### config.mk
export PLATFORM = sky130hd
export DESIGN_NAME = mrm_ram
export DESIGN_NICKNAME = d
export VERILOG_FILES = /design/src/design/mrm_ram.sv
export SDC_FILE = /design/constraint.sdc
export NUM_CORES = 1
export LEC_CHECK = 0
export BUFFER_PORTS_ARGS = -buffer_cell sky130_fd_sc_hd__buf_2
export CORE_UTILIZATION = 45
export CTS_CLUSTER_SIZE = 24
export DETAILED_ROUTE_END_ITERATION = 16
export SETUP_SLACK_MARGIN = 0.02
export SYNTH_ARGS = -nofsm -noshare
export SYNTH_HDL_FRONTEND = slang
export SYNTH_SLANG_ARGS = --single-unit
### constraint.sdc
create_clock -name clk -period 4.22 [get_ports clk]
set_input_delay 0 -clock clk [delete_from_list [all_inputs] [get_ports clk]]
set_output_delay 0 -clock clk [all_outputs]
set_load 0.02 [all_outputs]
### src/design/mrm_ram.sv
// Generic single write, single read RAM with registered read data.
// No dependencies.
`timescale 1ns / 1ps

module mrm_ram #(
  parameter int WIDTH = 8,
  parameter int DEPTH = 32
) (
  input  logic                     clk,
  input  logic                     we,
  input  logic [$clog2(DEPTH)-1:0] waddr,
  input  logic [WIDTH-1:0]         wdata,
  input  logic [$clog2(DEPTH)-1:0] raddr,
  output logic [WIDTH-1:0]         rdata
);

  logic [WIDTH-1:0] mem [DEPTH];

  always_ff @(posedge clk) begin
    if (we) begin
      mem[waddr] <= wdata;
    end
    rdata <= mem[raddr];
  end

endmodule

==> flow_summary.toml <==
[global_route]
grtUsageMet1 = 0.279
overflow = 0
grt_use_met2 = 0.292
grt_max_degree = 41
antenna_found_initial = 3
busiest_layer = "met2"
grtUsageTotal = 0.189
grt.met3_usage = 0.0326
grt_pass1_vias = 4577
grt_pass1_wl_um = 30100

[finish]
fillers = 1708
antenna_cells = 0
finalCoreUtilization = 0.519
drive_gt1_frac = 0.342
area_growth_pct = 12.9
nets = 476
fin_area_um2 = 11400

[place]
io_buffers = 27
dp_slack_ns = 1.76
gp_congestion = 0.722
placed_cell_area_um2 = 10500
dp_hpwl_um = 12700

[synthesis]
synth_top_area_frac = 0.765
synth.most_common_cell = "edfxtp_1"
ys_ff_latch = 264
synth_flop_cell = "edfxtp_1"
yosysUniqueCellTypes = 15
synth_edf_count = 256
synth_cells = 417
syn_area_um2 = 10100
syn-num-nets = 437
yosysWarnings = 0
seq_area_frac_synth = 0.781
syn_area_per_cell_um2 = 24.1
synth_top_area_cell = "edfxtp_1"
synth-async-reset-ratio = 0
synth_commonest_cells = "256 x edfxtp_1, 80 x mux4_2, 33 x nor2_1, 8 x dfxtp_1, 8 x mux2_2"
yosys-top-cells-area = "edfxtp_1 76%, mux4_2 18%, dfxtp_1 1.6%, nor2_1 1.2%, mux2_2 0.90%"

[clocking]
htreeDepth = 1
clock_latency_ns = 0.52
cts_setup_buffers = 0
cts_made_buffers = 26
cts_root_buffer = "clkbuf_16"
cts_max_path_buffers = 3
path_clk_slew_ns = 0.06
clkSinkCount = 264
cts_resized = 0
tritoncts = "done"

[critical_path]
cp_max_fo = 40
crit_arrival_ns = 2.30
cpMostUsedCell = "mux4_2"
start_kind = "primary input"
rrSetupSlack_ns = 2.39
critPathCaptureType = "flop"
required_ns = 4.63
crit_chain = "buf_2, buf_4, mux4_2, mux4_2, mux2_2"
slowest_delay_ns = 0.72
cp_slowest_cell = "buf_2"
critPathKind = "primary input to flop"
cp_top_family = "multiplexers"
path_buf_inv = 2

[drt]
first_pass_iters = 4
drc = 0
drt-initial-drc-count = 370
avgViaCountPerCell = 5.71
postRouteAntennaNets = 0
routed-via-count = 4319
routed_wl_um = 20400
wl_per_cell_um = 26.9

[sta]
tightestPinTransition_ns = 1.07
min_period_ns = 1.89
fin_crit_sh = 0.449
grt_setup_unrepaired = "no"
finalWorstSetupSlack_ns = 2.33
slew_viol_final = 0
hold_viol_final = 0
max-slew-margin-rel = 0.283
worst_clock_skew_ns = 0.00670
setup_tns_ns = 0
setup_viol_count_final = 0
fmax_ghz = 0.528

[power]
pwr-share-comb = 0.051
total_leakage_power_uw = 0.00352
p_sw_uw = 1110
p_int_uw = 4420
peakVddDrop_mv = 0.349
sw_frac_of_total = 0.201
pwr-share-seq = 0.529
clkPwrFrac = 0.421
p_per_area_nw_per_um2 = 487

[run_status]
status = "complete, no violations"

[floorplan]
std_cell_rows = 54
die-area_um2 = 22900
die_x_um = 151
num_io_pins = 28
die_h_um = 151
initial_core_util = 0.459
core_um2 = 21900

[min_path]
hp-class = "primary input to flop"

[flow_run]
maxCapViolCount = 0
## timing repair
action	CTS	global route
endpoints found under the setup margin	0	0
endpoints found under the hold margin	8	0
hold buffers	1	0
## layout by cell type (no fill, tap or decap), drive strengths merged
master       count
or3b             3
nand3b           5
nand2            1
clkinvlp         3
mux2             8
nand3            2
dfxtp            8
mux4            80
buf             30
clkbuf          34
edfxtp         256
nor2            33
or3              1
clkinv           8
bufinv           3
dlygate4sd3      1
## stage by stage
stage | total power (uW) | hold slack [ns] | std cells
6_report | 5530 | 0.0204 | 756
5_1_grt | 5670 | 0.0410 | 756
4_1_cts | 5570 | 0.0194 | 756
3_5_place_dp | 3270 | 0.426 | 707
3_3_place_gp | 3260 | 0.426 | 707
2_1_floorplan | 3150 | 0.0989 | 417
## routing by layer
layer  up-vias  share of wire
met4         2          0.020
met3        29          0.068
li1       1854              -
met1      2294           0.43
met5         -        0.00064
met2       140           0.48
## cells by family (layout without fill, tap and decap cells)
logic type | count (synthesis) | count (layout) | share of synthesized area
flops | 264 | 264 | 0.781
mux | 88 | 88 | 0.188
simple gates | 45 | 45 | 0.0207
buf+inv | 20 | 79 | 0.0106
## power by group through the flow
| stage | Clock [uW] | Sequential (uW) | Combinational (uW) |
|---|---|---|---|
| after floorplan | 0 | 2990 | 155 |
| after detailed placement | 0 | 2980 | 284 |
| after global routing | 2440 | 2930 | 301 |
| final | 2330 | 2930 | 279 |
| after CTS | 2360 | 2930 | 285 |
| after global placement | 0 | 2980 | 278 |
## state kept, by name, summed over array words and instances, names as in the netlist
name   count
mem      256
rdata      8
## area by class of cell
cell class              instances  area, um^2  area share
flip-flops and latches        264        7850       0.691
clock inverters                14         151      0.0133
multi-input cells             133        2100       0.185
clock buffers                  34         722      0.0636
well taps                     280         350      0.0309
repair buffers                 31         183      0.0161
## final timing paths
path               from         to  cells after the start
max            raddr[2]   rdata[7]                      5
min reg2reg   mem[4][3]   rdata[3]                      3
max reg2reg  mem[29][4]   rdata[4]                      3
min            wdata[3]  mem[2][3]                      1
Note: power is estimated with default switching activity, not from simulation.
