**src/design/mrm_rem_div.sv**
```systemverilog
// Bit-serial restoring remainder unit, 64-bit dividend by 32-bit divisor.
// One quotient bit per cycle. No dependencies.
`timescale 1ns / 1ps

module mrm_rem_div (
  input  logic        clk,
  input  logic        rst_n,
  input  logic        start,
  input  logic [63:0] dividend,
  input  logic [31:0] divisor,
  output logic        done,
  output logic [31:0] rem
);

  logic [63:0] shift_r;
  logic [31:0] rem_r;
  logic [31:0] dvs_r;
  logic [6:0]  cnt_r;
  logic        busy_r;
  logic        done_r;
  logic [32:0] trial;

  assign trial = {rem_r, shift_r[63]};
  assign rem   = rem_r;
  assign done  = done_r;

  always_ff @(posedge clk) begin
    if (!rst_n) begin
      busy_r <= 1'b0;
      done_r <= 1'b0;
      cnt_r  <= '0;
    end else begin
      done_r <= 1'b0;
      if (start) begin
        busy_r  <= 1'b1;
        cnt_r   <= 7'd64;
        shift_r <= dividend;
        rem_r   <= '0;
        dvs_r   <= divisor;
      end else if (busy_r) begin
        shift_r <= {shift_r[62:0], 1'b0};
        if (trial >= {1'b0, dvs_r}) begin
          rem_r <= 32'(trial - {1'b0, dvs_r});
        end else begin
          rem_r <= trial[31:0];
        end
        cnt_r <= cnt_r - 7'd1;
        if (cnt_r == 7'd1) begin
          busy_r <= 1'b0;
          done_r <= 1'b1;
        end
      end
    end
  end

endmodule

```
**config.mk**
```make
export PLATFORM = sky130hd
export DESIGN_NAME = mrm_rem_div
export DESIGN_NICKNAME = d
export VERILOG_FILES = /design/src/design/mrm_rem_div.sv
export SDC_FILE = /design/constraint.sdc
export NUM_CORES = 1
export LEC_CHECK = 0
export ABC_AREA = 0
export BUFFER_PORTS_ARGS = -buffer_cell sky130_fd_sc_hd__buf_2
export CAP_MARGIN = 20
export CORE_MARGIN = 2
export CORE_UTILIZATION = 55
export CTS_BUF_LIST = sky130_fd_sc_hd__clkbuf_16
export DETAILED_ROUTE_END_ITERATION = 12
export GPL_ROUTABILITY_DRIVEN = 0
export PLACE_DENSITY = 0.8
export SLEW_MARGIN = 40
export SYNTH_ARGS = -nofsm -noshare
export SYNTH_HDL_FRONTEND = slang
export SYNTH_SLANG_ARGS = --single-unit
```
**constraint.sdc**
```tcl
create_clock -name clk -period 8.32 [get_ports clk]
set_clock_uncertainty 0.15 [all_clocks]
set_input_delay 0 -clock clk [delete_from_list [all_inputs] [get_ports clk]]
set_output_delay 0 -clock clk [all_outputs]
set_load 0.02 [all_outputs]
```
==> metrics.yaml, run 1 <==
diodes: 0
final_layout_size_suffix_gt1_share_pct: 28.8
crit_path_end_kind: "flip-flop"
hold_viol: 0
holdPathStages: 2
root_buffer: "clkbuf_16"
hp-class: "in2reg"
min_from: "start"
power_mw: 2.16
fin_nets: 981
power_density_nw_per_um2: 219
yosysTopAreaCell: "edfxtp_1"
globalRouteTotalUtil_pct: 26.8
synth.area.top_cells: "edfxtp_1 (51%), mux2_2 (9.5%), ha_1 (5.7%)"
wl_microns: 18900
clock.fmax_mhz: 258
synth_ff_type: "edfxtp_1"
crit_path_start: "rem[0]"
grt_max_degree: 69
fp-row-count: 42
power_leakage_nw: 3.96
r2r-end: "rem[3]"
grt_antenna_before_repair: 0
finalMaxSlewViolations: 0
synth_xor_area_share_pct: 3.52
coreArea_sq_um: 13200
crit_fanout: 17
reg2reg_from: "rem[0]"
worst_ep_arrival_time_ps: 3860
start_util_pct: 56.4
clk_path_buf_depth: 2
max_slew_margin_pct: 43.7
dr.pass1.iters: 7
htree_levels: 4
async_flop_share_pct: 0
hold_ws_ps: 33.2
cts_resized: 0
die_x_microns: 121
yosys_warnings: 0
reg2reg_slack_ps: 4440
synth_mux_area_share_pct: 10.7
final.period_utilization_pct: 46.6
status: "finished clean"
synth_cell_type_count: 70
synth_simple_gate_area_share_pct: 9.91
min_period_ps: 3880
hold_end: "shift_r[23]"
cts_buffers: 17
ys_seq_area_share_pct: 53.9
dp_hpwl_microns: 11300
hold_buffers: 98
tns_ps: 0
area_growth_pct: 31.8
syn_area_sq_um: 7470
drt-initial-drc-count: 527
yosys_register_bits: 137
port_buffers: 131
worstPathRequired_ps: 8300
numClockSinks: 137
synth_nets: 761
synth_cells: 627
die-area_sq_um: 14500
critPathLaunchType: "flip-flop"
synth-compound-area-share_pct: 12.0
synthAdderAreaFrac_pct: 5.96
rsz0062_at_grt: "no"
vias_per_cell: 5.72
path_class: "reg2reg"
grt_pass1_vias: 6082
syn-mean-instance-area_sq_um: 11.9
clk_latency_ps: 420
yosysTopAreaCellShare_pct: 51.4
setup_viol: 0
path_clk_slew_ps: 60
tritoncts: "done"
gr-total-overflow: 0
reg2regPathDepth: 10
peakVddDrop_mv: 0.143
post-cts-setup-buffers: 0
synth-edff-count: 128
maxCapViolCount: 0
boundaryPins: 132
drc: 0
max_slew.worst_pin.slew_ps: 823
num_vias: 5921
synth_top_family_by_area: "compound AO/OA/AOI/OAI gates"
dieHeight_microns: 121
ant_nets: 0
wl_per_cell_microns: 18.3
grt_pass1_wl_microns: 30300
-- final cells by class --
type                    instances  area (sq um)
well taps                     176           220
inverters                      43           161
clock buffers                  17           425
flip-flops and latches        137          4020
multi-input cells             414          3150
repair buffers                234          1680
clock inverters                15           181
fillers                       838          3400
-- power by group --
| group | total (mW) | switching [mW] | internal [mW] | leakage (nW) |
|---|---|---|---|---|
| Sequential | 0.856 | 0.0298 | 0.826 | 1.30 |
| Combinational | 0.528 | 0.299 | 0.229 | 2.38 |
| Clock | 0.774 | 0.321 | 0.453 | 0.289 |
| Total | 2.16 | 0.650 | 1.51 | 3.96 |
-- logic make-up (layout without fill, tap and decap cells) --
group | after synthesis | in the layout
and+or+nand+nor | 149 | 149
DFF | 137 | 137
AOI/OAI and AO/OA | 128 | 128
buffers and inverters | 76 | 309
muxes | 72 | 72
adders and majority gates | 35 | 35
xor gates and xnor gates | 30 | 30
-- critical path, stage by stage (launching register included) --
cell       delay, ps
edfxtp_1         460
ha_1             340
nor2b_2          160
o2111ai_1        170
a211o_1          410
a2111oi_4        450
nor4_4           140
nor2_2           630
buf_4            380
mux2i_1          230
nor2_1            70
-- stage by stage --
stage | setup WS, ps | instance area [sq um] | std cells | utilization, %
floorplan | 4950 | 7470 | 627 | -
global placement | 4620 | 8240 | 905 | 62.2
detailed placement | 4480 | 8240 | 905 | 62.2
CTS | 4470 | 9830 | 1035 | 74.2
global route | 4170 | 9850 | 1036 | 74.3
finish | 4440 | 9850 | 1036 | 74.3
-- Yosys cell counts, types with 4 or more instances --
master and count:
nand4_1 11, mux2_2 63, clkbuf_1 18, ha_1 34, nor2_1 38, or2_2 4, o21a_1 6, dfxtp_1 9
a211oi_1 10, o21ai_0 17, buf_2 10, edfxtp_1 128, mux2i_1 9, nor3_1 13, inv_1 43, nand3_1 14
a31oi_1 4, nand2_1 42, a21oi_1 40, a21o_1 11, xor2_1 10, xnor2_1 20, o31ai_1 4, o21bai_1 5
-- worst max-delay path by stage --
stage                     endpoint  slack [ps]
final                       rem[3]        4440
after global routing        rem[3]        4170
after CTS                   rem[7]        4470
after detailed placement    rem[7]        4480
after global placement      rem[4]        4620
after floorplan             busy_r        4950
-- sequential cells by signal, indices dropped and copies added, names as in the netlist --
| register | cells |
|---|---|
| dvs_r | 32 |
| cnt_r | 7 |
| shift_r | 64 |
| rem | 32 |
| busy_r | 1 |
| done | 1 |
-- per-layer routing --
metal / part of all wire, % / wire (microns) / GRT usage, %
met2: 50 / 9470 / 45.2
met4: 1.9 / 361 / 8.72
met1: 41 / 7760 / 33.6
met5: 0 / 0 / 0
met3: 7.0 / 1330 / 7.12
-- cells in the final DEF, fill, tap and decap left out, types with 3 or more instances in the layout --
master,n
buf_2,130
edfxtp_1,128
dlygate4sd3_1,98
mux2_2,63
inv_1,43
nand2_1,42
a21oi_1,40
nor2_1,38
ha_1,34
xnor2_1,20
o21ai_0,17
clkbuf_16,17
nand3_1,14
nor3_1,13
nand4_1,11
a21o_1,11
a211oi_1,10
xor2_1,10
mux2i_1,9
dfxtp_1,9
o21a_1,5
o21bai_1,5
buf_4,5
a31oi_1,4
or2_2,4
o31ai_1,4
inv_6,4
and2_1,3
and3_1,3
and4_1,3
a2111oi_0,3
or3_1,3
clkinvlp_4,3
inv_8,3
No activity file was read; power rests on OpenSTA's default activity.
==> run 2: changes to the inputs <==
CORE_UTILIZATION = 51   (was 55)
PLACE_DENSITY = 0.78   (was 0.8)
clock period = 3.15 ns   (was 8.32 ns; I/O delays follow)
==> run 2 against run 1 <==
Net effect: hold slack gained 93 ps; die area is 7.6% higher; highest routed layer unchanged; fmax up 23%; sequential power increased to 2.7 times the previous value; largest cell class unchanged; critical endpoint is now rem[19]; register-to-register slack lost 4400 ps; worst setup slack worse by 4400 ps; largest power group unchanged; clock power increased by 140%; sequential cell count unchanged; first-iteration DRC count fell by 6.8%; power increased to 2.7 times the previous value; critical path type unchanged.
==> metrics.yaml, run 2 (same netlist as run 1, synthesis figures left out) <==
die-area_sq_um: 15600
gr-total-overflow: 0
power_leakage_nw: 4.23
path_class: "reg2reg"
max_slew_margin_pct: 50.1
final_cell_mix: "buf_2 (130), edfxtp_1 (128), dlygate4sd3_1 (98)"
stdcell_area_sq_um: 10400
top_register: "shift_r"
wl_per_cell_microns: 18.7
power_density_nw_per_um2: 559
globalRouteTotalUtil_pct: 26.1
hold_end: "dvs_r[29]"
crit_path_end_kind: "flip-flop"
clock.fmax_mhz: 318
boundaryPins: 132
pre_cts_slack_ps: 0.920
reg2reg_slack_ps: 0.4
htree_levels: 4
crit_fanout: 3
drt-initial-drc-count: 491
n_fill_cell: 964
min_from: "divisor[29]"
status: "finished clean"
wl_microns: 20500
diodes: 0
setup_slack_ps: 0.391
ant_nets: 0
worstPathRequired_ps: 3160
clk_latency_ps: 440
area_growth_pct: 38.7
reg2reg_from: "rem[0]"
dp_hpwl_microns: 12400
dr.pass1.iters: 7
cp_slowest_cell: "o311ai_0"
placed_cell_area_sq_um: 8680
power_mw: 5.79
fin_nets: 1036
cp_num_buf_inv: 2
path_clk_slew_ps: 70
maxCapViolCount: 0
die_x_microns: 125
final.period_utilization_pct: 100
peakVddDrop_mv: 0.415
numClockSinks: 137
max_stage_delay_ps: 510
drc: 0
holdPathStages: 2
hp-class: "in2reg"
tns_ps: 0
hold_viol: 0
min_period_ps: 3150
rsz0062_at_grt: "yes"
reg2regPathDepth: 11
dieHeight_microns: 125
final_layout_size_suffix_gt1_share_pct: 34.8
grt_max_degree: 60
grt_pass1_wl_microns: 32200
r2r-end: "rem[19]"
layout.cells.most_common: "buf_2"
cpLargestDelayFamily: "compound AO/OA/AOI/OAI gates"
grt_pass1_vias: 6389
coreArea_sq_um: 14400
root_buffer: "clkbuf_16"
cts_buffers: 17
tritoncts: "done"
start_util_pct: 51.8
num_vias: 6222
vias_per_cell: 5.66
cp_common_cell: "buf_4"
finalMaxSlewViolations: 0
grt_antenna_before_repair: 0
setup_viol: 0
max_slew.worst_pin.slew_ps: 740
fp-row-count: 44
clk_path_buf_depth: 2
critPathLaunchType: "flip-flop"
worst_ep_arrival_time_ps: 3160
largest_reg_flops: 64
hold_ws_ps: 126
crit_chain: "ha_4, nor2b_4, o2111ai_2, a211o_1, buf_4, o221a_2, buf_4, o311ai_0, xor2_1, nand2_1, a21oi_1"
port_buffers: 131
run 2: cell count changes in the layout (fill, tap and decap cells not counted), sizes merged:
cell / previous run / this run
buf: 136 / 191
bufinv: 2 / 0
clkinv: 3 / 5
clkinvlp: 3 / 2
inv: 50 / 51
run 2: layer usage:
metal  vias to the layer above  part of all wire [%]  global-route usage (%)  wire length [microns]
met5                         -                     0                       0                      0
met1                      2967                    41                    32.6                   8380
met4                         0                   2.7                    9.41                    546
met2                       296                    50                    43.9                  10300
li1                       2895                     -                       -                      -
met3                        64                   6.4                    6.85                   1310
run 2: final cells by class:
class | instances | area [sq um] | share of cell area (%)
Clock buffer | 17 | 425 | 4.11
Timing Repair Buffer | 289 | 2140 | 20.6
Clock inverter | 15 | 118 | 1.14
Inverter | 43 | 161 | 1.56
Multi-Input combinational cell | 414 | 3260 | 31.5
Sequential cell | 137 | 4020 | 38.8
Tap cell | 184 | 230 | 2.22
run 2: timing repair:
action | in CTS | in global routing
endpoints found under the setup margin | 4 | 31
resized for setup | 1 | 27
buffers inserted | 0 | 4
hold buffers | 98 | 0
endpoints found under the hold margin | 121 | 0
pin swaps | 0 | 9
run 2: stage by stage:
step | instances | util, %
CTS | 1095 | 70.8
global route | 1099 | 71.8
detailed placement | 965 | 60.2
finish | 1099 | 71.8
floorplan | 627 | -
global placement | 965 | 60.2
run 2: worst max-delay path by stage:
stage / to / cells past startpoint / slack, ps / start
final: rem[19] / 11 / 0.4 / rem[0]
after detailed placement: rem[3] / 11 / 0.9 / rem[0]
after global placement: rem[21] / 9 / 40 / rem[8]
after CTS: rem[21] / 10 / 10 / rem[0]
after global routing: rem[19] / 11 / -100 / rem[0]
after floorplan: rem[28] / 10 / 20 / rem[0]
run 2: worst register-to-register path, delay by kind of cell, from the launching register on:
family,cells,cell delay [ps]
buffers and inverters,2,310
adders and majority gates,1,300
DFF,1,440
and+or+nand+nor,2,250
AOI/OAI and AO/OA,5,1290
xor gates and xnor gates,1,140
run 2: power breakdown:
part / leakage [nW] / switching (mW) / internal (mW)
sequential: 1.30 / 0.0828 / 2.18
combinational: 2.66 / 0.868 / 0.772
clock: 0.270 / 0.860 / 1.02
==> run 3: changes to the inputs <==
GPL_ROUTABILITY_DRIVEN = not set   (was 0)
GPL_TIMING_DRIVEN = 0   (was not set)
MAX_ROUTING_LAYER = met4   (was not set)
==> run 3 against run 2 <==
Net effect: the flow now finishes with violations (setup timing); highest routed layer unchanged; clock power rose by 9%; critical path depth fell by 1; first-iteration DRC count rose by 11%; sequential share of layout area fell by 0.56 points; die area did not move; worst setup slack got worse by 49 ps; power rose by 3.7%; non-clock buffer count fell by 5; final area rose by 1.5%.
==> metrics.yaml, run 3 (same netlist as run 1, synthesis figures left out) <==
status: "finished with violations"
violations: "setup timing"
peakVddDrop_mv: 0.441
layout.cells.most_common: "buf_2"
wl_per_cell_microns: 19.3
critPathLaunchType: "flip-flop"
clock.fmax_mhz: 313
crit_fanout: 9
r2r-end: "rem[31]"
coreArea_sq_um: 14400
power_density_nw_per_um2: 571
min_from: "divisor[28]"
clk_path_buf_depth: 2
max_stage_delay_ps: 460
drt-initial-drc-count: 547
setup_slack_ps: -48.8
dp_hpwl_microns: 12600
dieHeight_microns: 125
maxCapViolCount: 0
diodes: 0
area_growth_pct: 40.7
vias_per_cell: 5.73
num_vias: 6265
grt_pass1_wl_microns: 32900
numClockSinks: 137
max_slew_margin_pct: 52.9
fin_nets: 1031
crit_path_start: "rem[0]"
root_buffer: "clkbuf_16"
reg2reg_slack_ps: -50
worst_ep_arrival_time_ps: 3210
final_cell_mix: "buf_2 (135), edfxtp_1 (128), dlygate4sd3_1 (97)"
power_leakage_nw: 4.19
cp_slowest_cell: "a2111oi_4"
gp_congestion: 0.948
final.period_utilization_pct: 102
start_util_pct: 51.8
grt_pass1_vias: 6461
hold_end: "dvs_r[28]"
min_period_ps: 3200
grt_antenna_before_repair: 0
path_clk_slew_ps: 60
reg2reg_from: "rem[0]"
max_slew.worst_pin.slew_ps: 707
gr-total-overflow: 0
grt_max_degree: 31
drc: 0
hp-class: "in2reg"
clk_latency_ps: 430
top_register: "shift_r"
final_layout_size_suffix_gt1_share_pct: 35.4
setup_viol: 12
post-place-cells: 945
dr.pass1.iters: 5
largest_reg_flops: 64
die-area_sq_um: 15600
htree_levels: 4
boundaryPins: 132
holdPathStages: 2
die_x_microns: 125
cts_buffers: 17
crit_chain: "ha_4, nor2b_4, o2111ai_4, a211o_1, a2111oi_4, nor4_4, or2_1, buf_6, a31oi_2, o311ai_1"
ant_nets: 0
tritoncts: "done"
crit_path_end_kind: "flip-flop"
cp_num_buf_inv: 1
finalMaxSlewViolations: 0
hold_viol: 0
worstPathRequired_ps: 3160
reg2regPathDepth: 10
rsz0062_at_grt: "yes"
path_class: "reg2reg"
cpLargestDelayFamily: "compound AO/OA/AOI/OAI gates"
wl_microns: 21000
instances_no_fill: 1093
globalRouteTotalUtil_pct: 27.2
power_mw: 6.00
fp-row-count: 44
port_buffers: 130
==> run 3: report_power, final <==
| group | leakage (nW) | internal (mW) | switching [mW] | total, mW |
|---|---|---|---|---|
| clock | 0.284 | 1.18 | 0.854 | 2.04 |
| sequential | 1.30 | 2.18 | 0.0846 | 2.27 |
| combinational | 2.61 | 0.786 | 0.913 | 1.70 |
| total | 4.19 | 4.15 | 1.85 | 6.00 |
==> run 3: worst reg2reg max path: stages (launching register included) <==
cell	delay [ps]
edfxtp_1	430
ha_4	290
nor2b_4	180
o2111ai_4	140
a211o_1	390
a2111oi_4	460
nor4_4	80
or2_1	280
buf_6	160
a31oi_2	230
o311ai_1	140
==> run 3: worst max-delay path by stage <==
stage / end / cells past startpoint / slack [ps]
2_1_floorplan: rem[28] / 10 / 20
3_3_place_gp: rem[19] / 11 / -290
3_5_place_dp: rem[13] / 10 / -350
4_1_cts: rem[28] / 11 / 0.8
5_1_grt: rem[12] / 11 / -160
6_report: rem[31] / 10 / -50
==> run 3: repair_timing <==
item                                    in CTS  in global routing
hold endpoints to repair                   121                  0
pin swaps                                    7                 14
hold buffers                                97                  0
setup buffers                               10                 13
endpoints found under the setup margin      30                 32
gates cloned                                 0                  1
gates resized for setup                     29                 35
==> run 3: per-stage QoR <==
| stage | utilization [%] | setup slack [ps] | setup TNS [ps] | hold WS (ps) | cell area [sq um] |
|---|---|---|---|---|---|
| after floorplan | - | 19.6 | 0 | -51.1 | 7470 |
| after global placement | 57.9 | -288 | -17580 | 26.5 | 8350 |
| after detailed placement | 58.7 | -346 | -6560 | 28.1 | 8460 |
| after CTS | 71.0 | 0.796 | 0 | 114 | 10200 |
| after global routing | 72.9 | -161 | -2990 | 131 | 10500 |
| final | 72.9 | -48.8 | -337 | 125 | 10500 |
==> run 3: layout make-up <==
cell class / count / area (sq um)
multi-input combinational: 414 / 3430
fill: 915 / 3910
clock inverter: 14 / 161
sequential: 137 / 4020
inverter: 43 / 161
tap: 184 / 230
clock buffer: 17 / 425
timing repair buffer: 255 / 1920
buffer: 29 / 161
==> run 3: layer usage <==
layer / up-vias / part of all wire (%) / GRT usage (%)
li1: 2873 / - / -
met1: 3031 / 40 / 33.4
met2: 309 / 51 / 45.1
met3: 52 / 6.7 / 5.43
met4: 0 / 2.2 / 9.87
met5: - / 0 / -
